===== src/rtl/afs_pkg.sv =====
// shared constants, codes and types of the animation frame sequencer
// no dependencies; imported by afs_divider and the top level
package afs_pkg;

   localparam int FRAME_BITS = 16;
   localparam int N_BITS     = FRAME_BITS + 1;
   localparam int ACC_BITS   = 17;
   localparam int TIME_BITS  = 32;
   localparam int DIV_BITS   = 16;
   localparam int CNT_BITS   = $clog2(TIME_BITS);
   localparam int TICK_MS    = 10;

   localparam logic [FRAME_BITS-1:0] FRAME_MAX = {FRAME_BITS{1'b1}};
   localparam logic [ACC_BITS-1:0]   ACC_MAX   = {ACC_BITS{1'b1}};

   localparam int IN_TDATA_W  = 56;
   localparam int OUT_TDATA_W = 24;
   localparam int OP_BITS     = 2;
   localparam int CSR_IDX_W   = 3;
   localparam int CSR_DATA_W  = 16;

   localparam logic [OP_BITS-1:0] OP_TICK  = 2'd0;
   localparam logic [OP_BITS-1:0] OP_LOAD  = 2'd1;
   localparam logic [OP_BITS-1:0] OP_START = 2'd2;
   localparam logic [OP_BITS-1:0] OP_PAUSE = 2'd3;

   localparam logic [CSR_IDX_W-1:0] CSR_INTERVAL = 3'd0;
   localparam logic [CSR_IDX_W-1:0] CSR_TOTAL    = 3'd1;
   localparam logic [CSR_IDX_W-1:0] CSR_LOOP     = 3'd2;
   localparam logic [CSR_IDX_W-1:0] CSR_REBOUND  = 3'd3;
   localparam logic [CSR_IDX_W-1:0] CSR_STEP     = 3'd4;

   typedef struct packed {
      logic                 start;
      logic [TIME_BITS-1:0] dividend;
      logic [DIV_BITS-1:0]  divisor;
   } div_req_type;

   typedef struct packed {
      logic                 done;
      logic [TIME_BITS-1:0] quotient;
   } div_rsp_type;

endpackage


===== src/rtl/afs_divider.sv =====
// bit-serial restoring divider, one quotient bit per cycle
// depends on afs_pkg
module afs_divider
   import afs_pkg::*;
(
   input  logic        clock,
   input  logic        reset,
   input  div_req_type div_req,
   output div_rsp_type div_rsp
);

   logic [DIV_BITS-1:0]  rem_ff, rem_in;
   logic [TIME_BITS-1:0] quo_ff, quo_in;
   logic [DIV_BITS-1:0]  dvs_ff, dvs_in;
   logic [CNT_BITS-1:0]  cnt_ff, cnt_in;
   logic                 busy_ff, busy_in;
   logic                 done_ff, done_in;
   logic [DIV_BITS:0]    shifted;
   logic [DIV_BITS+1:0]  diff;
   logic                 qbit;

   always_comb begin
      rem_in  = rem_ff;
      quo_in  = quo_ff;
      dvs_in  = dvs_ff;
      cnt_in  = cnt_ff;
      busy_in = busy_ff;
      done_in = 1'b0;
      shifted = {rem_ff, quo_ff[TIME_BITS-1]};
      diff    = {1'b0, shifted} - {2'b00, dvs_ff};
      qbit    = !diff[DIV_BITS+1];
      if (div_req.start) begin
         rem_in  = '0;
         quo_in  = div_req.dividend;
         dvs_in  = div_req.divisor;
         cnt_in  = '0;
         busy_in = 1'b1;
      end else if (busy_ff) begin
         rem_in = qbit ? diff[DIV_BITS-1:0] : shifted[DIV_BITS-1:0];
         quo_in = {quo_ff[TIME_BITS-2:0], qbit};
         cnt_in = cnt_ff + 1'b1;
         if (cnt_ff == CNT_BITS'(TIME_BITS - 1)) begin
            busy_in = 1'b0;
            done_in = 1'b1;
         end
      end
   end

   always_ff @(posedge clock) begin
      rem_ff <= rem_in;
      quo_ff <= quo_in;
      dvs_ff <= dvs_in;
      cnt_ff <= cnt_in;
      if (reset) begin
         busy_ff <= 1'b0;
         done_ff <= 1'b0;
      end else begin
         busy_ff <= busy_in;
         done_ff <= done_in;
      end
   end

   assign div_rsp.done     = done_ff;
   assign div_rsp.quotient = quo_ff;

endmodule


===== src/rtl/animation_frame_sequencer_unit.sv =====
// top level of the animation frame sequencer: control sequencer and frame state
// depends on afs_pkg and afs_divider
//
// One result per request. Load, start, pause and ignored ticks skip the update
// state; a step-mode tick enters it once the accumulator reaches the interval. A
// time-mode tick runs the elapsed time through the bit-serial divider, one
// quotient bit per cycle, and enters the update state when the frame moves. A new
// request is taken while the previous result still waits in the output register.
// Configuration writes are taken at any time but are meant for an idle block; each
// accepted write of a known register also clears the step accumulator.
module animation_frame_sequencer_unit
   import afs_pkg::*;
(
   input  logic                   clock,
   input  logic                   reset,
   input  logic                   req_tvalid,
   output logic                   req_tready,
   // now_ms[31:0], frame_value[47:32], reverse_flag[48], zero fill
   input  logic [IN_TDATA_W-1:0]  req_tdata,
   // operation[1:0]
   input  logic [OP_BITS-1:0]     req_tuser,
   output logic                   rsp_tvalid,
   input  logic                   rsp_tready,
   // frame[15:0], ascending[16], done_res[17], running[18], changed[19], zero fill
   output logic [OUT_TDATA_W-1:0] rsp_tdata,
   input  logic                   csr_valid,
   output logic                   csr_ready,
   input  logic [CSR_IDX_W-1:0]   csr_index,
   input  logic [CSR_DATA_W-1:0]  csr_data
);

   typedef enum logic [4:0] {
      ST_IDLE = 5'b00001,
      ST_EXEC = 5'b00010,
      ST_DIV  = 5'b00100,
      ST_UPD  = 5'b01000,
      ST_OUT  = 5'b10000
   } state_type;

   state_type state_ff, state_in;

   logic [OP_BITS-1:0]    op_ff, op_in;
   logic [TIME_BITS-1:0]  now_ff, now_in;
   logic [FRAME_BITS-1:0] fv_ff, fv_in;
   logic                  rev_ff, rev_in;

   logic [FRAME_BITS-1:0] interval_ff, interval_in;
   logic [FRAME_BITS-1:0] total_ff, total_in;
   logic                  loop_ff, loop_in;
   logic                  reb_ff, reb_in;
   logic                  step_ff, step_in;

   logic [FRAME_BITS-1:0] frame_ff, frame_in;
   logic                  up_ff, up_in;
   logic                  done_ff, done_in;
   logic                  active_ff, active_in;
   logic                  held_ff, held_in;
   logic                  back_ff, back_in;
   logic [ACC_BITS-1:0]   acc_ff, acc_in;
   logic [TIME_BITS-1:0]  last_ff, last_in;
   logic [N_BITS-1:0]     n_ff, n_in;
   logic                  chg_ff, chg_in;

   logic                   rsp_valid_ff, rsp_valid_in;
   logic [OUT_TDATA_W-1:0] rsp_data_ff, rsp_data_in;

   div_req_type div_req;
   div_rsp_type div_rsp;

   logic [ACC_BITS:0]     acc_sum;
   logic [ACC_BITS-1:0]   acc_sat;
   logic [N_BITS:0]       up_sum;
   logic [FRAME_BITS-1:0] fc1;
   logic                  neg;
   logic [N_BITS-1:0]     total_p1;
   logic [N_BITS-1:0]     restart;
   logic [FRAME_BITS-1:0] upd_frame;
   logic                  upd_up;
   logic                  upd_done;
   logic [N_BITS-1:0]     n_clamp;
   logic                  rsp_free;

   afs_divider u_div (
      .clock   (clock),
      .reset   (reset),
      .div_req (div_req),
      .div_rsp (div_rsp)
   );

   // saturating step accumulator
   always_comb begin
      acc_sum = {1'b0, acc_ff} + (ACC_BITS+1)'(TICK_MS);
      acc_sat = acc_sum[ACC_BITS] ? ACC_MAX : acc_sum[ACC_BITS-1:0];
   end

   // quotient limited to the range that can still move the frame
   assign n_clamp = (|div_rsp.quotient[TIME_BITS-1:N_BITS]) ? {N_BITS{1'b1}}
                                                              : div_rsp.quotient[N_BITS-1:0];

   // frame move and boundary rules
   always_comb begin
      neg      = 1'b0;
      up_sum   = {2'b00, frame_ff} + {1'b0, n_ff};
      total_p1 = {1'b0, total_ff} + 1'b1;
      restart  = (total_p1 > n_ff) ? (total_p1 - n_ff) : '0;
      if (up_ff) begin
         fc1 = (up_sum > {2'b00, FRAME_MAX}) ? FRAME_MAX : up_sum[FRAME_BITS-1:0];
      end else if (frame_ff == '0) begin
         neg = 1'b1;
         fc1 = '0;
      end else begin
         fc1 = ({1'b0, frame_ff} > n_ff) ? FRAME_BITS'({1'b0, frame_ff} - n_ff) : '0;
      end
      upd_frame = fc1;
      upd_up    = up_ff;
      upd_done  = done_ff;
      if (fc1 == '0) begin
         if (loop_ff && reb_ff) begin
            upd_up    = 1'b1;
            upd_frame = '0;
            upd_done  = 1'b0;
         end else if (loop_ff && back_ff) begin
            if (neg) begin
               upd_up    = 1'b0;
               upd_frame = step_ff ? total_ff : restart[FRAME_BITS-1:0];
               upd_done  = 1'b0;
            end
         end else begin
            upd_up    = 1'b0;
            upd_frame = '0;
            upd_done  = 1'b1;
         end
      end else if (fc1 >= total_ff) begin
         if (loop_ff && reb_ff) begin
            upd_up    = 1'b0;
            upd_frame = total_ff;
            upd_done  = 1'b0;
         end else if (loop_ff && !back_ff) begin
            if (fc1 > total_ff) begin
               upd_up    = 1'b1;
               upd_frame = '0;
               upd_done  = 1'b0;
            end
         end else begin
            upd_up    = 1'b1;
            upd_frame = total_ff;
            upd_done  = 1'b1;
         end
      end
   end

   assign rsp_free = !rsp_valid_ff || rsp_tready;

   always_comb begin
      state_in     = state_ff;
      op_in        = op_ff;
      now_in       = now_ff;
      fv_in        = fv_ff;
      rev_in       = rev_ff;
      interval_in  = interval_ff;
      total_in     = total_ff;
      loop_in      = loop_ff;
      reb_in       = reb_ff;
      step_in      = step_ff;
      frame_in     = frame_ff;
      up_in        = up_ff;
      done_in      = done_ff;
      active_in    = active_ff;
      held_in      = held_ff;
      back_in      = back_ff;
      acc_in       = acc_ff;
      last_in      = last_ff;
      n_in         = n_ff;
      chg_in       = chg_ff;
      rsp_data_in  = rsp_data_ff;
      rsp_valid_in = rsp_valid_ff && !rsp_tready;

      div_req.start    = 1'b0;
      div_req.dividend = now_ff - last_ff;
      div_req.divisor  = (interval_ff == '0) ? DIV_BITS'(1) : interval_ff;

      unique case (state_ff)
         ST_IDLE: begin
            if (req_tvalid) begin
               op_in    = req_tuser;
               now_in   = req_tdata[31:0];
               fv_in    = req_tdata[47:32];
               rev_in   = req_tdata[48];
               chg_in   = 1'b0;
               state_in = ST_EXEC;
            end
         end
         ST_EXEC: begin
            state_in = ST_OUT;
            case (op_ff)
               OP_TICK: begin
                  if (active_ff && !held_ff) begin
                     if (step_ff) begin
                        if (acc_sat < {1'b0, interval_ff}) begin
                           acc_in = acc_sat;
                        end else begin
                           acc_in   = '0;
                           n_in     = N_BITS'(1);
                           state_in = ST_UPD;
                        end
                     end else begin
                        div_req.start = 1'b1;
                        state_in      = ST_DIV;
                     end
                  end
               end
               OP_LOAD: begin
                  frame_in = fv_ff;
                  back_in  = rev_ff;
                  up_in    = !rev_ff;
               end
               OP_START: begin
                  held_in = 1'b0;
                  last_in = now_ff;
                  if (!active_ff) begin
                     active_in = 1'b1;
                     done_in   = 1'b0;
                  end
               end
               default: begin
                  held_in = 1'b1;
               end
            endcase
         end
         ST_DIV: begin
            if (div_rsp.done) begin
               if (div_rsp.quotient == '0) begin
                  state_in = ST_OUT;
               end else begin
                  last_in  = now_ff;
                  n_in     = n_clamp;
                  state_in = ST_UPD;
               end
            end
         end
         ST_UPD: begin
            frame_in = upd_frame;
            up_in    = upd_up;
            done_in  = upd_done;
            if (upd_done) begin
               active_in = 1'b0;
            end
            chg_in   = 1'b1;
            state_in = ST_OUT;
         end
         ST_OUT: begin
            if (rsp_free) begin
               rsp_data_in  = {4'b0000, chg_ff, active_ff, done_ff, up_ff, frame_ff};
               rsp_valid_in = 1'b1;
               state_in     = ST_IDLE;
            end
         end
         default: begin
            state_in = ST_IDLE;
         end
      endcase

      if (csr_valid) begin
         unique case (csr_index)
            CSR_INTERVAL: begin
               interval_in = csr_data;
               acc_in      = '0;
            end
            CSR_TOTAL: begin
               total_in = csr_data;
               acc_in   = '0;
            end
            CSR_LOOP: begin
               loop_in = csr_data[0];
               acc_in  = '0;
            end
            CSR_REBOUND: begin
               reb_in = csr_data[0];
               acc_in = '0;
            end
            CSR_STEP: begin
               step_in = csr_data[0];
               acc_in  = '0;
            end
            default: begin
            end
         endcase
      end
   end

   always_ff @(posedge clock) begin
      op_ff       <= op_in;
      now_ff      <= now_in;
      fv_ff       <= fv_in;
      rev_ff      <= rev_in;
      n_ff        <= n_in;
      rsp_data_ff <= rsp_data_in;
      if (reset) begin
         state_ff     <= ST_IDLE;
         interval_ff  <= '0;
         total_ff     <= '0;
         loop_ff      <= 1'b0;
         reb_ff       <= 1'b0;
         step_ff      <= 1'b1;
         frame_ff     <= '0;
         up_ff        <= 1'b1;
         done_ff      <= 1'b0;
         active_ff    <= 1'b0;
         held_ff      <= 1'b0;
         back_ff      <= 1'b0;
         acc_ff       <= '0;
         last_ff      <= '0;
         chg_ff       <= 1'b0;
         rsp_valid_ff <= 1'b0;
      end else begin
         state_ff     <= state_in;
         interval_ff  <= interval_in;
         total_ff     <= total_in;
         loop_ff      <= loop_in;
         reb_ff       <= reb_in;
         step_ff      <= step_in;
         frame_ff     <= frame_in;
         up_ff        <= up_in;
         done_ff      <= done_in;
         active_ff    <= active_in;
         held_ff      <= held_in;
         back_ff      <= back_in;
         acc_ff       <= acc_in;
         last_ff      <= last_in;
         chg_ff       <= chg_in;
         rsp_valid_ff <= rsp_valid_in;
      end
   end

   assign req_tready = (state_ff == ST_IDLE);
   assign rsp_tvalid = rsp_valid_ff;
   assign rsp_tdata  = rsp_data_ff;
   assign csr_ready  = 1'b1;

   a_div_done_in_div: assert property (@(posedge clock) disable iff (reset)
      div_rsp.done |-> (state_ff == ST_DIV))
      else $error("divider finished outside of the divide state");

   a_done_stops: assert property (@(posedge clock) disable iff (reset)
      done_ff |-> !active_ff)
      else $error("finished while still running");

   a_upd_marks_change: assert property (@(posedge clock) disable iff (reset)
      (state_ff == ST_UPD) |=> (chg_ff && (state_ff == ST_OUT)))
      else $error("frame move not flagged as changed");

   a_out_loads_rsp: assert property (@(posedge clock) disable iff (reset)
      ((state_ff == ST_OUT) && rsp_free) |=> (rsp_tvalid && (state_ff == ST_IDLE)))
      else $error("result not presented after completion");

endmodule


===== config.mk =====
export PLATFORM = sky130hd
export DESIGN_NAME = animation_frame_sequencer_unit
export DESIGN_NICKNAME = d
export VERILOG_FILES = /design/src/rtl/afs_pkg.sv /design/src/rtl/afs_divider.sv /design/src/rtl/animation_frame_sequencer_unit.sv
export SDC_FILE = /design/constraint.sdc
export NUM_CORES = 1
export LEC_CHECK = 0
export BUFFER_PORTS_ARGS = -buffer_cell sky130_fd_sc_hd__buf_2
export CAP_MARGIN = 20
export CORE_MARGIN = 2
export CORE_UTILIZATION = 35
export DETAILED_ROUTE_END_ITERATION = 7
export SYNTH_ARGS = -nofsm -noshare
export SYNTH_HDL_FRONTEND = slang
export SYNTH_HIERARCHICAL = 1
export SYNTH_SLANG_ARGS = --single-unit

===== constraint.sdc =====
create_clock -name clock -period 12.65 [get_ports clock]
set_clock_uncertainty 0.1 [all_clocks]
set_input_delay 1.265 -clock clock [delete_from_list [all_inputs] [get_ports clock]]
set_output_delay 1.265 -clock clock [all_outputs]
set_load 0.1 [all_outputs]

==> Yosys cells after proc, flatten, opt, wreduce, memory -nomap -nowiden <==
Cells that the tools add are included.
{ "op_classes": {"addsub": 8, "n_mul": 0, "n_div": 0, "magnitude_cmp": 6, "n_eq_ne": 27, "n_shift": 0, "muxes": 87, "n_bitwise": 2, "reduce_logical": 43} }
{ "op_table": {"columns": ["op", "count"], "rows": [
  ["two-way mux 16 bit", 16],
  ["two-way mux 17 bit", 15],
  ["two-way mux 32 bit", 5],
  ["one-hot mux 32 bit (2 select lines)", 1],
  ["logical NOT 16 bit", 3],
  ["two-way mux 5 bit", 8],
  ["two-way mux 1 bit", 34],
  ["one-hot mux 17 bit (2 select lines)", 1],
  ["logical NOT 32 bit", 1],
  ["one-hot mux 16 bit (2 select lines)", 1],
  ["subtractor 16 bit", 2],
  ["subtractor 32 bit", 1],
  ["one-hot mux 5 bit (5 select lines)", 1],
  ["AND reduction 2 bit", 11],
  ["adder 16 x 17 -> 18 bit", 1],
  ["adder 17 x 4 -> 18 bit, second input constant", 1],
  ["greater-than comparator 18 x 16 -> 1 bit, second input constant", 1],
  ["inequality test 2 bit, second input constant", 9],
  ["subtractor 17 x 16 -> 18 bit", 1],
  ["adder 16 x 1 -> 17 bit, second input constant", 1],
  ["greater-than comparator 16 x 17 -> 1 bit", 1],
  ["greater-than comparator 17 bit", 1],
  ["less-than comparator 17 x 16 -> 1 bit", 1],
  ["greater-or-equal comparator 16 bit", 1],
  ["31 further kinds", 55]
]} }
{ "word_totals": {"reg_bits": 271, "latch_bits": 0, "ram_bits": 0, "mem_bits_ro": 0, "input_bits": 82, "out_inout_bits": 27, "elab_cells": 201, "memories": 0} }

==> Logic depth before layout (Yosys ltp) <==
Gate-level depths: netlist of the first run.
{ "depth": {"ltp_word": 12, "mapped_depth": 24, "depth_no_buf": 23} }

==> Hierarchy <==
Netlist of the first run, hierarchy kept.
{ "modules_own_cells": {"columns": ["module", "n_inst", "cells_each", "area_each_um2", "seq_area_each_um2"], "rows": [
  ["animation_frame_sequencer_unit", 1, 1595, 13531.7, 4884.7],
  ["afs_divider", 1, 325, 3713.6, 1901.8]
]} }

==> Worst setup path after synthesis of the first run <==
Ideal clock, no wire load.
{ "synth_path": {"path_type": "register -> register", "startpoint": "reg frame_ff[1]", "endpoint": "reg frame_ff[10]", "setup_ns": 0.088, "arrival_ns": 4.836, "required_time_ns": 12.462, "slack_ns": 7.626, "stages_incl_launch_ff": 22, "path_buffers": 1, "synth_period_minus_slack_ns": 5.024, "cell_sequence": "dfxtp_1 > inv_1 > fa_1 > or2_4 > a221oi_4 > o21a_2 > o31ai_2 > mux2_4 > nor3_4 > a31o_2 > nor2_1 > ha_1 > nand4_1 > nor2_1 > nand3_1 > or3_1 > and2_1 > nor2_1 > clkbuf_1 > o2bb2ai_1 > nand2_1 > a311oi_2"} }
{ "synth_between": {"elab_chain_cells": 11, "elab_cells_between_ends": 23, "cone_classes": "add/sub: 2; order compare: 4; mux: 15; reduce/logical: 2"} }
{ "synth_rtl": {"columns": ["item", "line", "source"], "rows": [
  ["start: declaration", "animation_frame_sequencer_unit.sv:53", "logic [FRAME_BITS-1:0] frame_ff, frame_in;"],
  ["start signal: assignment", "animation_frame_sequencer_unit.sv:322", "frame_ff <= frame_in;"],
  ["adder 16 x 17 -> 18 bit, or another cell as far along", "animation_frame_sequencer_unit.sv:103", "up_sum = {2'b00, frame_ff} + {1'b0, n_ff};"],
  ["greater-than comparator 18 x 16 -> 1 bit or two-way mux 16 bit (tied branches)", "animation_frame_sequencer_unit.sv:107, animation_frame_sequencer_unit.sv:112", null],
  ["two-way mux 16 bit (on tied branches)", "animation_frame_sequencer_unit.sv:107, animation_frame_sequencer_unit.sv:108", null],
  ["two-way mux 16 bit", "animation_frame_sequencer_unit.sv:106", "if (up_ff) begin"],
  ["greater-than comparator 16 bit", "animation_frame_sequencer_unit.sv:139", "if (fc1 > total_ff) begin"],
  ["two-way mux 16 bit", "animation_frame_sequencer_unit.sv:139", null],
  ["two-way mux 16 bit", "animation_frame_sequencer_unit.sv:138", "end else if (loop_ff && !back_ff) begin"],
  ["two-way mux 16 bit", "animation_frame_sequencer_unit.sv:134", "if (loop_ff && reb_ff) begin"],
  ["two-way mux 16 bit", "animation_frame_sequencer_unit.sv:133", "end else if (fc1 >= total_ff) begin"],
  ["two-way mux 16 bit *", "animation_frame_sequencer_unit.sv:117", "if (fc1 == '0) begin"],
  ["one-hot mux 16 bit (2 select lines) *", "animation_frame_sequencer_unit.sv:182", "unique case (state_ff)"]
]} }
Every way passes the cells marked *; elsewhere a longest branch is shown, timed or not.
A chain may end at the register's enable or synchronous reset.

==> Worst setup path after layout of the first run <==
{ "layout_path": {"startpoint": "reg n_ff[1]", "endpoint": "reg frame_ff[15]"} }
{ "layout_between": {"elab_chain_cells": 11, "elab_cells_between_ends": 24, "cone_classes": "add/sub: 3; order compare: 5; mux: 15; reduce/logical: 1"} }
{ "layout_rtl": {"columns": ["item", "line", "source"], "rows": [
  ["start: declaration", "animation_frame_sequencer_unit.sv:61", "logic [N_BITS-1:0] n_ff, n_in;"],
  ["start signal: assignment", "animation_frame_sequencer_unit.sv:296", "n_ff <= n_in;"],
  ["adder 16 x 17 -> 18 bit, or another cell as far along", "animation_frame_sequencer_unit.sv:103", null],
  ["greater-than comparator 18 x 16 -> 1 bit or two-way mux 16 bit (tied branches)", "animation_frame_sequencer_unit.sv:107, animation_frame_sequencer_unit.sv:112", null],
  ["two-way mux 16 bit (on tied branches)", "animation_frame_sequencer_unit.sv:107, animation_frame_sequencer_unit.sv:108", null],
  ["two-way mux 16 bit", "animation_frame_sequencer_unit.sv:106", null],
  ["greater-than comparator 16 bit", "animation_frame_sequencer_unit.sv:139", null],
  ["two-way mux 16 bit", "animation_frame_sequencer_unit.sv:139", null],
  ["two-way mux 16 bit", "animation_frame_sequencer_unit.sv:138", null],
  ["two-way mux 16 bit", "animation_frame_sequencer_unit.sv:134", null],
  ["two-way mux 16 bit", "animation_frame_sequencer_unit.sv:133", null],
  ["two-way mux 16 bit *", "animation_frame_sequencer_unit.sv:117", null],
  ["one-hot mux 16 bit (2 select lines) *", "animation_frame_sequencer_unit.sv:182", null]
]} }
Marked as above.

==> results of run 1 <==
[cell usage after synthesis (39+ instances only)]
master,instances
nor2_1,138
a21oi_1,157
dfxtp_1,135
o21ai_0,55
nor3_1,39
edfxtp_1,136
nand2_1,241
nand3_1,41
clkbuf_1,85
xnor2_1,62
inv_1,135
ha_1,132
[worst max-delay path: stages, from the launching register on]
cell,delay [ns]
edfxtp_1,0.44
inv_1,0.19
ha_1,0.38
nor2b_1,0.18
o31ai_1,0.13
a211oi_1,0.49
o21ai_1,0.22
a31oi_1,0.63
buf_4,0.29
a21oi_1,0.08
a31oi_1,0.26
ha_1,0.30
nor2b_1,0.13
o21a_1,0.16
o21a_1,0.17
o211ai_1,0.16
a21oi_1,0.09
o22ai_1,0.28
and2_1,0.28
nor2_1,0.09
buf_4,0.20
a22o_1,0.24
a221oi_1,0.49
a211oi_1,0.09
[layer usage]
metal,vias up,wire (µm),part of all wire,track usage
met1,6682,20700,0.44,0.241
met4,4,1500,0.032,0.0626
met5,-,24,0.00051,0
li1,7020,-,-,-
met2,383,22100,0.47,0.306
met3,84,2980,0.063,0.0354
[stage by stage]
stage           util  cell area, µm²
2_1_floorplan      -           17300
3_3_place_gp   0.374           18200
3_5_place_dp   0.375           18300
4_1_cts        0.397           19400
5_1_grt        0.399           19400
6_report       0.399           19400
[power by group through the flow]
| stage | Clock, W | Sequential (W) | Combinational, W |
|---|---|---|---|
| after global placement | 0 | 0.000977 | 0.000210 |
| after floorplan | 0 | 0.000971 | 0.000158 |
| after CTS | 0.000983 | 0.000959 | 0.000216 |
| after detailed placement | 0 | 0.000978 | 0.000215 |
| final | 0.000961 | 0.000959 | 0.000218 |
| after global routing | 0.00102 | 0.000961 | 0.000243 |
[kinds of logic after synthesis]
group | Yosys count | share of synthesized area
other cells | 2 | 0.000435
simple gates | 641 | 0.177
flops | 271 | 0.394
fa+ha+maj | 137 | 0.102
compound gates | 477 | 0.187
xor+xnor | 93 | 0.0472
mux | 60 | 0.0378
buf+inv | 239 | 0.0554
[final timing paths]
path / from / to / slack (ns) / cells after the start
setup / recovery: n_ff[1] / frame_ff[15] / 6.40 / 23
hold / removal: chg_ff / rsp_tdata[19] / 0.35 / 0
setup reg to reg: n_ff[1] / frame_ff[15] / 6.40 / 23
hold reg to reg: chg_ff / rsp_tdata[19] / 0.35 / 0
[registers in the layout, summed over array words and instances, names as in the netlist, 17 cells and up]
register,cells
last_ff,32
now_ff,32
u_div/quo_ff,32
rsp_tdata,20
acc_ff,17
n_ff,17
[layout make-up]
| cell class | instances | area [µm²] | area share |
|---|---|---|---|
| Inverter | 135 | 507 | 0.0261 |
| Clock buffer | 39 | 847 | 0.0436 |
| Antenna cell | 2 | 5.00 | 0.000257 |
| Timing Repair Buffer | 116 | 701 | 0.0360 |
| Tap cell | 664 | 831 | 0.0427 |
| Clock inverter | 16 | 246 | 0.0127 |
| Multi-Input combinational cell | 1413 | 9520 | 0.490 |
| Sequential cell | 271 | 6790 | 0.349 |
==> metrics.md, run 1 <==
| Metric | Value |
|---|---|
| Outcome | finished, final reports clean |
| VDD IR max | 0.000136 V |
| Hold_buf cts | 0 |
| Unrepaired setup endpoints after global routing | no |
| Gate power share | 0.102 |
| Net switching power | about 0.00052 W |
| Final Setup Violations | 0 |
| Worst Path Max Fanout | 14 |
| Die Width | 226 µm |
| Async SR Flop Fraction | 0 |
| Vias in the first global route | 13.7k |
| Reg power frac | 0.449 |
| Grt total ovfl | 0 |
| Ys flop type | edfxtp_1 |
| Io pins | 109 |
| Initial Util | 0.354 |
| Total Power | 0.00214 W |
| Flops & latches, synth | 271 |
| Synth Area per Inst | about 9 µm² |
| Initial antenna violation count | 7 |
| Crit path capture type | register |
| Via count | 14.2k |
| # fillers | 4,881 |
| Die height | 226 µm |
| Pin count of the biggest net entering global routing | between 80 and 90 |
| Syn. warnings | 6 |
| Tightest Hold Check Type | reg -> reg |
| Pwr Density | 110 nW/µm² |
| Initial drt markers | 890 |
| CTS Buffer Depth | 3 |
| Setup WS post-layout | about 6.4 ns |
| Detailed Place HPWL | roughly 36 mm |
| H-tree depth | 1 |
| Sink Count | 271 |
| Area Overhead vs Synth | 12.8% |
| Post-CTS setup buffers | 0 |
| Die area | 51,100 µm² |
| Synth top area share | 0.237 |
| Clock latency on the worst-skew pair | about 0.57 ns |
| Post-synth EDFFs | 136 |
| Cell taking the most area after synthesis | edfxtp_1 |
| MaxCap Viol Count | 0 |
| Crit share post-route | 0.494 |
| Share of layout cells above drive strength 1 | 0.121 |
| Placement Setup Slack | 6.27 ns |
| Clock root buffer master | clkbuf_16 |
| Sequential element share of the synthesized area | 0.394 |
| Fin. max-slew vios | 0 |
| TritonCTS clock tree | built |
| Setup crit start kind | register |
| Routed wire length | 47.3 mm |
| Cells after synthesis | 1,920 |
| Num CTS Buffers | 30 |
| Min Tclk post-route | 6.25 ns |
| Total GRT Usage | 0.185 |
| Post-route DRC violation count | 0 |
| Post-DRT Antenna Nets | 0 |
| Post-synth cell types | 92 |
| Pre-antenna DRT Iters | 5 |
| Routed len/inst | approximately 18 µm |
| Sw frac | 0.242 |
| Static Leakage | 7.64 nW |
| Final cell count without fillers | 2,656 |
| Clk network pwr share | 0.449 |
| Crit Path Category | reg -> reg |
| Slew @ Worst Pin | approximately 1.1 ns |
| Resize count post-CTS | 0 |
| Port Buffers | 96 |
| Row count | 81 |
| Pint | 0.00162 W |
| Crit path DAT | 6.55 ns |
| Via density | roughly 5.3 |
| First-pass GRT wire length | between 70 and 80 mm |
| Setup TNS | 0 ns |
| Final hold vios | 0 |
| Commonest non-fill, non-tap cells in the layout | nand2_1 (241), a21oi_1 (156), nor2_1 (138), edfxtp_1 (136), dfxtp_1 (135) |
| Placer congestion estimate | 0.914 |
| Mapped cell area | 17,200 µm² |
| Placed Cells | 2,592 |
| Reg clk slew, reported paths | around 0.060 ns |
| Synth top area cells | edfxtp_1 (24%), dfxtp_1 (16%), ha_1 (9.6%) |
| Hold WS | between 0.3 and 0.4 ns |
| Crit path required time | ~13 ns |
| Commonest non-fill, non-tap cell in the layout | nand2_1 |
| Fmax | about 160 MHz |
| Core Box Area | 48,700 µm² |
| Slew HR | 0.254 |
| Nets | 2,186 |
(Power assumes the default switching activity.)
==> run 2: changes to the inputs <==
- ABC_AREA: not set -> 1
- clock period: 12.65 -> 6.25 ns (I/O delays scaled with it)
==> metrics.md, run 2 <==
| Metric | Value |
|---|---|
| Initial drt markers | 1,317 |
| Nets | ~2.7k |
| Post-Synth Adder-Cell Area | 0.0955 |
| Area Overhead vs Synth | 12.0% |
| Pwr Density | between 200 and 250 nW/µm² |
| Fmax | 192 MHz |
| Worst Setup SP | n_ff[0] |
| Tightest Hold Check Type | in -> reg |
| # fillers | 5,412 |
| Syn. warnings | 6 |
| Post-synth cell types | 63 |
| Routed len/inst | 16.8 µm |
| Setup crit start kind | register |
| Synth top area share | 0.223 |
| Detailed Place HPWL | 41.6 mm |
| Min Tclk post-route | approximately 5.2 ns |
| Crit path DAT | 5.58 ns |
| Grt total ovfl | 0 |
| Pin count of the biggest net entering global routing | 82 |
| Synth top area cells | edfxtp_1 (22%), dfxtp_1 (15%), nand2_1 (12%) |
| Post-synth EDFFs | 136 |
| WP buf/inv | 4 |
| Ys flop type | edfxtp_1 |
| Async SR Flop Fraction | 0 |
| Mapped cell area | roughly 18,000 µm² |
| Slew @ Worst Pin | between 0.9 and 1 ns |
| VDD IR max | 0.000185 V |
| Cell taking the most area after synthesis | edfxtp_1 |
| MaxCap Viol Count | 0 |
| Commonest non-fill, non-tap cell in the layout | nand2_1 |
| FF/Latch Area | 6790 µm² |
| R2R Path Start | n_ff[0] |
| Multi-input logic area | about 9700 µm² |
| Post-DRT Antenna Nets | 0 |
| Synth Area per Inst | between 7 and 8 µm² |
| Main combinational cell family by area after synthesis | simple AND/OR/NAND/NOR gates |
| Initial Util | 0.356 |
| Min-Delay Startpoint | req_tdata[0] |
| Unrepaired setup endpoints after global routing | no |
| Placer congestion estimate | 0.916 |
| Die area | 54,200 µm² |
| Die height | 233 µm |
| Fin. max-slew vios | 0 |
| Synth Area in Compound Gates | 0.156 |
| XOR/XNOR Fraction of Synth Area | 0.0368 |
| Vias in the first global route | 15.7k |
| Critical Path Stages | 24 |
| Worst Path Max Fanout | 13 |
| Total GRT Usage | 0.201 |
| Simple-Gate Fraction of Synth Area | 0.237 |
| CP Cell Sequence | ha_1 -> inv_1 -> fa_1 -> nand3b_1 -> nand2_2 -> nand2_2 -> nand2_2 -> nand2_2 -> nand3_1 -> nand2_1 -> nor2_2 -> nand3_1 -> nand2_1 -> inv_1 -> ha_1 -> nand4_1 -> nor3_1 -> nand2_1 -> nand3_1 -> buf_4 -> inv_1 -> o32ai_1 -> o21ai_1 -> a21oi_1 |
| Cell with the most instances after synthesis | nand2_1 |
| Final hold vios | 0 |
| Post-CTS setup buffers | 0 |
| Flops & latches, synth | roughly 270 |
| Share of layout cells above drive strength 1 | 0.0956 |
| Total Power | 0.00478 W |
| Sequential element share of the synthesized area | 0.370 |
| Clock root buffer master | clkbuf_16 |
| Sink Count | 271 |
| Core Box Area | 51,500 µm² |
| Hold_buf cts | 0 |
| Top flop regs | last_ff x32, now_ff x32, u_div/quo_ff x32 |
| First-pass GRT wire length | 85.3 mm |
| Diodes inserted | 0 |
| Resize count post-CTS | 0 |
| Mux cell area share after synthesis | 0.00116 |
| Num CTS Buffers | 35 |
| Crit share post-route | 0.833 |
| CP endpoint | frame_ff[8] |
| Outcome | finished, final reports clean |
| Die Width | 233 µm |
| FF-to-FF End | frame_ff[8] |
| Crit-path leading delay family | simple AND/OR/NAND/NOR gates |
| Reg2Reg Setup Slack | between 1 and 1.5 ns |
| Via count | 16.4k |
| Worst R2R Path Depth | 24 |
| Routed wire length | approximately 54 mm |
| Pre-antenna DRT Iters | 7 |
| Synth top cells by count | nand2_1 (567), inv_1 (353), a21oi_1 (203), o21ai_0 (201), nor2_1 (157) |
| CP peak stage delay | 0.54 ns |
| Static Leakage | between 9 and 10 nW |
| Commonest non-fill, non-tap cells in the layout | nand2_1 (567), inv_1 (351), a21oi_1 (202), o21ai_0 (201), nor2_1 (157) |
| Row count | 83 |
| Slew HR | 0.342 |
| Port Buffers | 96 |
| Slowest CP cell | edfxtp_1 |
| CTS Buffer Depth | 3 |
| Post-route DRC violation count | 0 |
| Crit path required time | 6.63 ns |
| Clock latency on the worst-skew pair | around 0.55 ns |
| TritonCTS clock tree | built |
| Final Setup Violations | 0 |
| Via density | 5.07 |
| Initial antenna violation count | 3 |
| H-tree depth | 2 |
| Setup TNS | 0 ns |
| Crit Path Category | reg -> reg |
| Cells after synthesis | 2,466 |
| Io pins | between 100 and 150 |
| Most frequent CP cell | nand2_2 |
| Reg clk slew, reported paths | 0.06 ns |
| Crit path capture type | register |
-- run 2: changes by cell type after synthesis, moves of 25 or more --
| cell | change |
|---|---|
| nand2b_1 | -25 |
| nand3_1 | +97 |
| nor2b_1 | -27 |
| mux2_2 | -36 |
| o21ai_0 | +146 |
| inv_1 | +218 |
| xnor2_1 | -43 |
| xor2_1 | +27 |
| nand2_1 | +326 |
| a21oi_1 | +46 |
-- run 2: stage by stage --
step                      hold WS [ns]  instances  setup slack [ns]  area, µm²   util
after floorplan                  0.303       2469             0.834      18300      -
after global placement           0.328       3166              1.19      19300  0.375
after detailed placement         0.321       3166              1.12      19300  0.375
after CTS                        0.118       3230              1.11      20500  0.398
after global routing             0.133       3232             0.688      20500  0.399
final                            0.149       3232              1.05      20500  0.399
-- run 2: worst min path at each step --
stage                     cells past startpoint            end
after global placement                        0  rsp_tdata[19]
after floorplan                               0  rsp_tdata[16]
after detailed placement                      0  rsp_tdata[19]
after global routing                          1     now_ff[16]
final                                         1      now_ff[0]
after CTS                                     1      now_ff[0]
-- run 2: routing by layer --
layer  part of all wire  track usage
met4              0.022       0.0565
met1               0.48        0.280
met3              0.064       0.0374
met5            0.00026            0
met2               0.43        0.317
-- run 2: cells by family after synthesis --
logic type / Yosys count
compound gates: 511
xor+xnor: 77
fa+ha+maj: 137
buf+inv: 463
flops: 271
mux: 2
other cells: 2
simple gates: 1003
-- run 2: area by class of cell --
class | instances | area share
clock buffers | 46 | 0.0476
clock inverters | 18 | 0.0113
inverters | 368 | 0.0674
multi-input cells | 1735 | 0.472
flip-flops and latches | 271 | 0.330
well taps | 680 | 0.0414
repair buffers | 114 | 0.0302
-- run 2: report_power, final --
part / internal (W) / leakage [nW] / total [W] / switching [W]
Clock: 0.00132 / 0.596 / 0.00212 / 0.000803
Combinational: 0.000229 / 6.42 / 0.000687 / 0.000457
Sequential: 0.00193 / 2.36 / 0.00198 / 0.0000441
Total: 0.00348 / 9.37 / 0.00478 / 0.00130
